<file path="src/rtl/slrg_pkg.sv">
// ----------------------------------------------------------------------------
// slrg_pkg
// Shared types, constants and helpers of the subtractive lagged generator.
// ----------------------------------------------------------------------------
`default_nettype none

package slrg_pkg;

  localparam int unsigned WORD_W = 30;
  localparam int unsigned IDX_W  = 6;
  localparam int unsigned SEED_W = 28;

  typedef logic [WORD_W-1:0] word_t;
  typedef logic [IDX_W-1:0]  idx_t;
  typedef logic [SEED_W-1:0] seed_t;

  localparam word_t MODULUS   = 30'd1000000000;
  localparam seed_t SEED_BASE = 28'd161803398;
  localparam idx_t  TBL_LAST  = 6'd54;
  localparam idx_t  STRIDE    = 6'd21;
  localparam idx_t  OFFSET    = 6'd30;
  localparam logic [IDX_W:0] TBL_LEN = 7'd55;

  // table port request from the sequencer
  typedef struct packed {
    logic  re;
    idx_t  rd_a_addr;
    idx_t  rd_b_addr;
    logic  we;
    idx_t  wr_addr;
    word_t wr_data;
  } mem_req_t;

  // (a - b) mod 10^9 for a, b below 10^9
  function automatic word_t sub_wrap(input word_t a, input word_t b);
    word_t diff;
    diff = a - b;
    if (a < b) begin
      diff = diff + MODULUS;
    end
    return diff;
  endfunction

  // ring increment over the table length
  function automatic idx_t idx_inc(input idx_t x);
    idx_t r;
    r = (x == TBL_LAST) ? '0 : x + 6'd1;
    return r;
  endfunction

endpackage

`default_nettype wire

</file>
<file path="src/rtl/subtractive_lagged_random_generator.sv">
// ----------------------------------------------------------------------------
// subtractive_lagged_random_generator
// Subtractive lagged generator modulo 10^9 over a 55-word lag table.
//
// Input channel (in_valid_i/in_ready_o) carries one draw_request_i word per
// handshake; a word with draw_request_i low is taken and gives no result.
// A draw gives one random_value_o word on the output channel
// (out_valid_o/out_ready_i), 0 to 999999999; the fraction is value / 10^9.
// Seed: cfg_we_i writes cfg_wdata_i into the seed register (reset value 1).
// The seed is used by the seeding that the first draw after reset runs:
// a fill write to every table entry and four mixing passes over the table,
// each entry read and then written, before that draw itself is done. Later
// draws are a table read, then subtract and write back, since the table
// memory has registered read ports; a new request is taken the cycle after
// a result is stored. A stalled receiver keeps the result in the output
// register; the next draw is accepted and read, then waits before its
// write-back until that register is free. Reset clears the control state
// and marks the table unseeded; the table contents need no clearing.
// ----------------------------------------------------------------------------
`default_nettype none

module subtractive_lagged_random_generator import slrg_pkg::*; (
  input  wire logic  clk_i,
  input  wire logic  rst_ni,
  input  wire logic  cfg_we_i,
  input  wire seed_t cfg_wdata_i,
  input  wire logic  in_valid_i,
  output      logic  in_ready_o,
  input  wire logic  draw_request_i,
  output      logic  out_valid_o,
  input  wire logic  out_ready_i,
  output      word_t random_value_o
);

  mem_req_t mem_req;
  word_t    rd_a_data;
  word_t    rd_b_data;

  slrg_seq u_seq (
    .clk_i          (clk_i),
    .rst_ni         (rst_ni),
    .cfg_we_i       (cfg_we_i),
    .cfg_wdata_i    (cfg_wdata_i),
    .in_valid_i     (in_valid_i),
    .in_ready_o     (in_ready_o),
    .draw_request_i (draw_request_i),
    .out_valid_o    (out_valid_o),
    .out_ready_i    (out_ready_i),
    .random_value_o (random_value_o),
    .mem_req_o      (mem_req),
    .rd_a_data_i    (rd_a_data),
    .rd_b_data_i    (rd_b_data)
  );

  slrg_table u_table (
    .clk_i       (clk_i),
    .req_i       (mem_req),
    .rd_a_data_o (rd_a_data),
    .rd_b_data_o (rd_b_data)
  );

endmodule

`default_nettype wire

</file>
<file path="src/rtl/slrg_table.sv">
// ----------------------------------------------------------------------------
// slrg_table
// 55-word lag table: one write port, two synchronous read ports.
// ----------------------------------------------------------------------------
`default_nettype none

module slrg_table import slrg_pkg::*; (
  input  wire logic     clk_i,
  input  wire mem_req_t req_i,
  output      word_t    rd_a_data_o,
  output      word_t    rd_b_data_o
);

  word_t mem [55];
  word_t rd_a_q;
  word_t rd_b_q;

  always_ff @(posedge clk_i) begin
    if (req_i.we) begin
      mem[req_i.wr_addr] <= req_i.wr_data;
    end
    if (req_i.re) begin
      rd_a_q <= mem[req_i.rd_a_addr];
      rd_b_q <= mem[req_i.rd_b_addr];
    end
  end

  assign rd_a_data_o = rd_a_q;
  assign rd_b_data_o = rd_b_q;

endmodule

`default_nettype wire

</file>
<file path="src/rtl/slrg_seq.sv">
// ----------------------------------------------------------------------------
// slrg_seq
// Sequencer: seeding fill, mixing passes and draws over the lag table.
// ----------------------------------------------------------------------------
`default_nettype none

module slrg_seq import slrg_pkg::*; (
  input  wire logic     clk_i,
  input  wire logic     rst_ni,
  input  wire logic     cfg_we_i,
  input  wire seed_t    cfg_wdata_i,
  input  wire logic     in_valid_i,
  output      logic     in_ready_o,
  input  wire logic     draw_request_i,
  output      logic     out_valid_o,
  input  wire logic     out_ready_i,
  output      word_t    random_value_o,
  output      mem_req_t mem_req_o,
  input  wire word_t    rd_a_data_i,
  input  wire word_t    rd_b_data_i
);

  localparam logic [2:0] ST_IDLE    = 3'd0;
  localparam logic [2:0] ST_FILL    = 3'd1;
  localparam logic [2:0] ST_MIX_RD  = 3'd2;
  localparam logic [2:0] ST_MIX_WR  = 3'd3;
  localparam logic [2:0] ST_DRAW_RD = 3'd4;
  localparam logic [2:0] ST_DRAW_WR = 3'd5;

  logic [2:0] state_q, state_d;
  logic       seeded_q, seeded_d;
  idx_t       rd_idx_q, rd_idx_d;
  idx_t       lag_idx_q, lag_idx_d;
  idx_t       cnt_q, cnt_d;
  idx_t       part_q, part_d;
  idx_t       pos_q, pos_d;
  logic [1:0] pass_q, pass_d;
  word_t      cur_q, cur_d;
  word_t      prev_q, prev_d;
  seed_t      seed_q;
  logic       out_valid_q, out_valid_d;
  word_t      out_data_q, out_data_d;

  seed_t          seed_sat;
  word_t          cur_init;
  logic [IDX_W:0] pos_sum;
  idx_t           pos_nx;
  idx_t           rd_nx;
  idx_t           lag_nx;
  word_t          diff;
  logic           in_acc;

  assign seed_sat = (seed_q > SEED_BASE) ? SEED_BASE : seed_q;
  assign cur_init = {2'b00, SEED_BASE - seed_sat};
  assign pos_sum  = {1'b0, pos_q} + {1'b0, STRIDE};
  assign pos_nx   = (pos_sum >= TBL_LEN) ? IDX_W'(pos_sum - TBL_LEN) : pos_sum[IDX_W-1:0];
  assign rd_nx    = idx_inc(rd_idx_q);
  assign lag_nx   = idx_inc(lag_idx_q);
  assign diff     = sub_wrap(rd_a_data_i, rd_b_data_i);

  assign in_ready_o = (state_q == ST_IDLE);
  assign in_acc     = in_valid_i & in_ready_o;

  always_comb begin
    state_d     = state_q;
    seeded_d    = seeded_q;
    rd_idx_d    = rd_idx_q;
    lag_idx_d   = lag_idx_q;
    cnt_d       = cnt_q;
    part_d      = part_q;
    pos_d       = pos_q;
    pass_d      = pass_q;
    cur_d       = cur_q;
    prev_d      = prev_q;
    out_valid_d = out_valid_q & ~out_ready_i;
    out_data_d  = out_data_q;
    mem_req_o   = '0;

    unique case (state_q)
      ST_IDLE: begin
        if (in_acc && draw_request_i) begin
          if (seeded_q) begin
            mem_req_o.re        = 1'b1;
            mem_req_o.rd_a_addr = rd_nx;
            mem_req_o.rd_b_addr = lag_nx;
            rd_idx_d            = rd_nx;
            lag_idx_d           = lag_nx;
            state_d             = ST_DRAW_WR;
          end else begin
            mem_req_o.we      = 1'b1;
            mem_req_o.wr_addr = TBL_LAST;
            mem_req_o.wr_data = cur_init;
            cur_d             = cur_init;
            prev_d            = 30'd1;
            pos_d             = STRIDE;
            cnt_d             = '0;
            state_d           = ST_FILL;
          end
        end
      end
      ST_FILL: begin
        mem_req_o.we      = 1'b1;
        mem_req_o.wr_addr = pos_q;
        mem_req_o.wr_data = prev_q;
        prev_d            = sub_wrap(cur_q, prev_q);
        cur_d             = prev_q;
        pos_d             = pos_nx;
        cnt_d             = cnt_q + 6'd1;
        if (cnt_q == TBL_LAST) begin
          cnt_d   = '0;
          part_d  = OFFSET;
          pass_d  = '0;
          state_d = ST_MIX_RD;
        end
      end
      ST_MIX_RD: begin
        mem_req_o.re        = 1'b1;
        mem_req_o.rd_a_addr = cnt_q;
        mem_req_o.rd_b_addr = part_q;
        state_d             = ST_MIX_WR;
      end
      ST_MIX_WR: begin
        mem_req_o.we      = 1'b1;
        mem_req_o.wr_addr = cnt_q;
        mem_req_o.wr_data = diff;
        cnt_d             = idx_inc(cnt_q);
        part_d            = idx_inc(part_q);
        state_d           = ST_MIX_RD;
        if (cnt_q == TBL_LAST) begin
          pass_d = pass_q + 2'd1;
          if (pass_q == 2'd3) begin
            seeded_d  = 1'b1;
            rd_idx_d  = TBL_LAST;
            lag_idx_d = OFFSET;
            state_d   = ST_DRAW_RD;
          end
        end
      end
      ST_DRAW_RD: begin
        mem_req_o.re        = 1'b1;
        mem_req_o.rd_a_addr = rd_nx;
        mem_req_o.rd_b_addr = lag_nx;
        rd_idx_d            = rd_nx;
        lag_idx_d           = lag_nx;
        state_d             = ST_DRAW_WR;
      end
      ST_DRAW_WR: begin
        if (!out_valid_q || out_ready_i) begin
          mem_req_o.we      = 1'b1;
          mem_req_o.wr_addr = rd_idx_q;
          mem_req_o.wr_data = diff;
          out_valid_d       = 1'b1;
          out_data_d        = diff;
          state_d           = ST_IDLE;
        end
      end
      default: begin
        state_d = ST_IDLE;
      end
    endcase
  end

  always_ff @(posedge clk_i or negedge rst_ni) begin
    if (!rst_ni) begin
      state_q     <= ST_IDLE;
      seeded_q    <= 1'b0;
      rd_idx_q    <= '0;
      lag_idx_q   <= '0;
      cnt_q       <= '0;
      part_q      <= '0;
      pos_q       <= '0;
      pass_q      <= '0;
      seed_q      <= 28'd1;
      out_valid_q <= 1'b0;
    end else begin
      state_q     <= state_d;
      seeded_q    <= seeded_d;
      rd_idx_q    <= rd_idx_d;
      lag_idx_q   <= lag_idx_d;
      cnt_q       <= cnt_d;
      part_q      <= part_d;
      pos_q       <= pos_d;
      pass_q      <= pass_d;
      out_valid_q <= out_valid_d;
      if (cfg_we_i) begin
        seed_q <= cfg_wdata_i;
      end
    end
  end

  always_ff @(posedge clk_i) begin
    cur_q      <= cur_d;
    prev_q     <= prev_d;
    out_data_q <= out_data_d;
  end

  assign out_valid_o    = out_valid_q;
  assign random_value_o = out_data_q;

endmodule

`default_nettype wire
</file>
<file path="config.mk">
export PLATFORM = sky130hd
export DESIGN_NAME = subtractive_lagged_random_generator
export DESIGN_NICKNAME = d
export VERILOG_FILES = /design/src/rtl/slrg_pkg.sv /design/src/rtl/subtractive_lagged_random_generator.sv /design/src/rtl/slrg_table.sv /design/src/rtl/slrg_seq.sv
export SDC_FILE = /design/constraint.sdc
export NUM_CORES = 2
export LEC_CHECK = 0
export BUFFER_PORTS_ARGS = -buffer_cell sky130_fd_sc_hd__buf_2
export CAP_MARGIN = 20
export CORE_ASPECT_RATIO = 0.9
export CORE_MARGIN = 3
export CORE_UTILIZATION = 50
export CTS_BUF_LIST = sky130_fd_sc_hd__clkbuf_2 sky130_fd_sc_hd__clkbuf_4 sky130_fd_sc_hd__clkbuf_8
export DETAILED_ROUTE_END_ITERATION = 8
export MAX_ROUTING_LAYER = met4
export PLACE_DENSITY_LB_ADDON = 0.15
export SYNTH_ARGS = -nofsm -noshare
export SYNTH_HDL_FRONTEND = slang
export SYNTH_SLANG_ARGS = --single-unit
</file>
<file path="constraint.sdc">
create_clock -name clk_i -period 17 [get_ports clk_i]
set_input_delay 0.85 -clock clk_i [delete_from_list [all_inputs] [get_ports clk_i]]
set_output_delay 0.85 -clock clk_i [all_outputs]
set_load 0.02 [all_outputs]
</file>
==> implementation parameters <==
Parameter                              Value

Synthesis
  Synth async-reset ratio    roughly 3.5%
  Post-synth EDFFs    1800
  Cell accounting for the most synthesized area    sky130_fd_sc_hd__edfxtp_1
  Synthesized cell area    around 96000 um2
  Syn_nets    roughly 9900
  Seq/Total Area, Yosys    57.9%
  Yosys warning total    0
  Average size of a mapped cell    ~9.8 um2
  Portion of synthesized cell area occupied by the leading cell type    roughly 56%
  Synth cell types    115
  Synthesis-stage register bit count    approximately 1900
  Mapped Cells    between 9000 and 10000
  Flip-flop cell with the highest count after synthesis    sky130_fd_sc_hd__edfxtp_1
  Largest cells by area after synthesis    sky130_fd_sc_hd__edfxtp_1, sky130_fd_sc_hd__nand2_1, sky130_fd_sc_hd__nand3_1, sky130_fd_sc_hd__a311oi_1, sky130_fd_sc_hd__a211oi_1

Clocking
  Clock-pin transition on the worst setup and hold timing paths    roughly 0.070 ns
  Skew-Pair Late Insertion Delay    ~1.1 ns
  Number of gates given a new drive strength after cts    0
  Buffer depth of the longest clock path    4
  H-tree depth reported by CTS    5
  Number of clock buffers inserted by TritonCTS    ~330
  Number of clock sinks seen by CTS    1865
  TritonCTS clock tree    built
  Cell chosen for the clock root    sky130_fd_sc_hd__clkbuf_8

STA
  Final Slew Violations    0
  Worst slack on hold paths    between 0.1 and 0.15 ns
  Tightest Pin Transition    roughly 1.2 ns
  Share of the clock period used by the worst path    a little over a third
  Highest attainable clock frequency    162 MHz
  Largest clock skew in the final design    ~0.043 ns
  Relative slew slack    about a fifth
  Fin. Hold Viols    0
  Setup repair after global routing missed its margin    no
  Min cycle time layout    a little over 6 ns
  Count of final setup violators    0
  Post-Route Setup TNS    0 ns

Hold path
  Hold endpoint    u_seq.seed_q[22]
  Cell count of the worst hold path    3
  Start point of the worst hold path    cfg_wdata_i[22]
  Type of the most critical hold path    input port to flip-flop

Final layout
  Commonest cells after routing, fill and taps aside    sky130_fd_sc_hd__nand2_1, sky130_fd_sc_hd__edfxtp_1, sky130_fd_sc_hd__nand3_1
  Layout area overhead    9.66%
  Number of fillers in the final layout    16300
  Multi-input gate area    37500 um2
  Summed area of non-filler cells in the final layout    roughly 110000 um2
  Number of non-filler instances in the completed layout    around 12000
  Total area of sequential cells    between 50000 and 60000 um2
  Share of final-layout standard cells stronger than drive strength 1    a little under a tenth
  Most frequent standard cell in the layout excluding fill and tap cells    sky130_fd_sc_hd__nand2_1
  Count of nets after finishing    slightly below 10000

Floorplan
  Total I/O pin count    66
  Effective utilization at floorplan    between 50% and 60%
  Number of placement rows    between 150 and 200
  Core Area    191000 um2
  Die boundary width    between 400 and 500 um
  Die span in y    approximately 420 um
  Area enclosed by the die boundary    198000 um2

Routing
  Met2 WL post-DR    ~150000 um
  Via density per instance    about 6.7
  Post-Route M1 WL    135000 um
  Iteration-0 DRC Markers    13600
  Post-DRT Antenna Nets    0
  Drt first pass iters    9
  Top sig layer    met4
  Detailed Route WL    ~350000 um
  Detailed-route via count    83400
  DRC violations left    4
  Routed length on met3    about 49000 um
  Detail-routed net length per standard cell    around 29 um

Placement
  Count of port buffers added during placement    65
  Total instance count after detailed placement    11800
  Cell area reported after detailed placement    between 90000 and 100000 um2
  Detail Placement HPWL    194000 um
  Final GP Congestion    roughly 0.96

Worst setup path
  Category of the critical setup timing path    flip-flop to flip-flop
  Worst EP arrival    6.96 ns
  Cell count of the worst reg-to-reg path    13
  Delay-heaviest family, CP    buffers and inverters
  Slowest stage delay, CP    0.89 ns
  Kind of end point of the critical path    flip-flop
  Max FO, Critical Path    ~180
  Required time of the critical path    roughly 18 ns
  Slack of the worst reg-to-reg path    roughly 11 ns
  Cells traversed along the worst timing path    nor3b_2, buf_4, nand2_1, o21ai_4, buf_4, buf_4, buf_12, a211oi_1, a311oi_1, a311oi_1, a311oi_1, a21oi_1, a21oi_1
  Critical Path Slowest Stage Cell    sky130_fd_sc_hd__dfrtp_1
  Logic depth of the worst path, buffers included    13
  Worst setup SP type    flip-flop
  Reg2Reg Launch Point    u_seq.state_q[1]
  Endpoint of the worst-slack reg-to-reg timing path    u_table.rd_b_data_o[1]
  Buf/Inv on CP    4

Run status
  Status    complete, but fails checks
  Failing checks    design-rule violations

Job
  Count of max-cap constraint violations    0

Pwr
  Max rail drop VDD    0.0000815 V
  Leakage power total    between 30 and 40 nW
  PD cells    between 80 and 90 nW/um2

Global routing
  Antenna violations before repair    10
  GRT Resource Usage Total    between 30% and 40%
  Vias in the first global route    around 80000
  Wire length of the first global-routing pass    515000 um
  Remaining Overflow, GRT    0
  Pin count of the biggest net entering global routing    roughly 180
## how the worst max path moves through the flow
stage	end	from
2_1_floorplan	u_table.mem[24][0]	out_ready_i
5_1_grt	u_table.rd_a_data_o[29]	u_seq.state_q[1]
6_report	u_table.rd_b_data_o[1]	u_seq.state_q[1]
3_5_place_dp	u_table.rd_b_data_o[26]	draw_request_i
4_1_cts	u_table.rd_b_data_o[26]	u_seq.state_q[1]
3_3_place_gp	u_table.rd_b_data_o[26]	draw_request_i
## where the power goes
group | internal (W) | switching, W
sequential | 0.00497 | 0.0000145
clock | 0.00216 | 0.00189
combinational | 0.0000339 | 0.0000616
total | 0.00716 | 0.00197
## metal layers
metal | vias to the layer above | global-route usage, %
met2 | 6155 | 51.7
li1 | 35600 | -
met4 | 0 | 15.9
met1 | 40500 | 47.6
met5 | - | -
met3 | 1132 | 9.94
## Yosys cell counts, types with 25 or more instances
library cell / number
sky130_fd_sc_hd__nand2b_1: 25
sky130_fd_sc_hd__a211oi_1: 258
sky130_fd_sc_hd__ha_1: 74
sky130_fd_sc_hd__mux2_2: 30
sky130_fd_sc_hd__nand2_1: 3008
sky130_fd_sc_hd__nand3_1: 1522
sky130_fd_sc_hd__a21oi_1: 271
sky130_fd_sc_hd__nor2_1: 260
sky130_fd_sc_hd__a31oi_1: 140
sky130_fd_sc_hd__a21o_1: 39
sky130_fd_sc_hd__edfxtp_1: 1800
sky130_fd_sc_hd__o211ai_1: 37
sky130_fd_sc_hd__dfrtp_1: 64
sky130_fd_sc_hd__nor3_1: 31
sky130_fd_sc_hd__buf_1: 103
sky130_fd_sc_hd__inv_1: 106
sky130_fd_sc_hd__a311oi_1: 516
sky130_fd_sc_hd__a311o_1: 32
sky130_fd_sc_hd__xor2_1: 43
sky130_fd_sc_hd__and2_1: 210
sky130_fd_sc_hd__clkbuf_1: 486
sky130_fd_sc_hd__buf_2: 195
sky130_fd_sc_hd__o21ai_0: 150
sky130_fd_sc_hd__xnor2_1: 48
## worst min-delay path: cells and delay by family
| family | cells | cell delay [ns] |
|---|---|---|
| AOI/OAI and AO/OA | 1 | 0.10 |
| buffers and inverters | 1 | 0.08 |
| and+or+nand+nor | 1 | 0.10 |
## kinds of logic after synthesis
group	Yosys count	share of synthesized area, %
AO/OA/AOI/OAI	1637	12.6
multiplexers	41	0.466
buffers and inverters	905	3.89
adder cells (fa/ha/maj)	76	1.00
AND/OR/NAND/NOR	5189	23.3
XOR/XNOR	93	0.862
flip-flops	1865	57.9
## registers in the layout (all words and copies together), names as in the netlist
name                  flops
u_seq.out_valid_o         1
u_table.rd_b_data_o      30
u_seq.prev_q             30
u_seq.cnt_q               6
u_seq.pass_q              2
u_table.rd_a_data_o      30
u_seq.lag_idx_q           6
u_seq.random_value_o     30
u_seq.part_q              6
u_seq.seed_q             28
u_seq.seeded_q            1
u_seq.cur_q              30
u_seq.rd_idx_q            6
u_seq.state_q             3
u_table.mem            1650
u_seq.pos_q               6
## what timing repair did
action / in CTS / in global routing
endpoints found under the hold margin: 91 / 0
setup buffers: 0 / 0
hold buffers: 28 / 0
endpoints found under the setup margin: 0 / 0
## metrics by stage
| step | power [W] | utilization (%) | setup WS (ns) |
|---|---|---|---|
| after detailed placement | 0.00517 | 51.8 | 10.89 |
| after CTS | 0.00918 | 55.2 | 11.10 |
| after global placement | 0.00517 | 51.8 | 10.88 |
| final | 0.00913 | 55.3 | 10.82 |
| after global routing | 0.00940 | 55.3 | 10.63 |
| after floorplan | 0.00513 | - | 10.82 |
## layout make-up
class | count | share of cell area, %
inverter | 106 | 0.377
timing repair buffer | 300 | 2.38
clock inverter | 135 | 0.669
sequential | 1865 | 52.8
antenna | 15 | 0.0356
tap | 2541 | 3.01
multi-input combinational | 7036 | 35.6
clock buffer | 444 | 5.19
(Power assumes the default switching activity.)
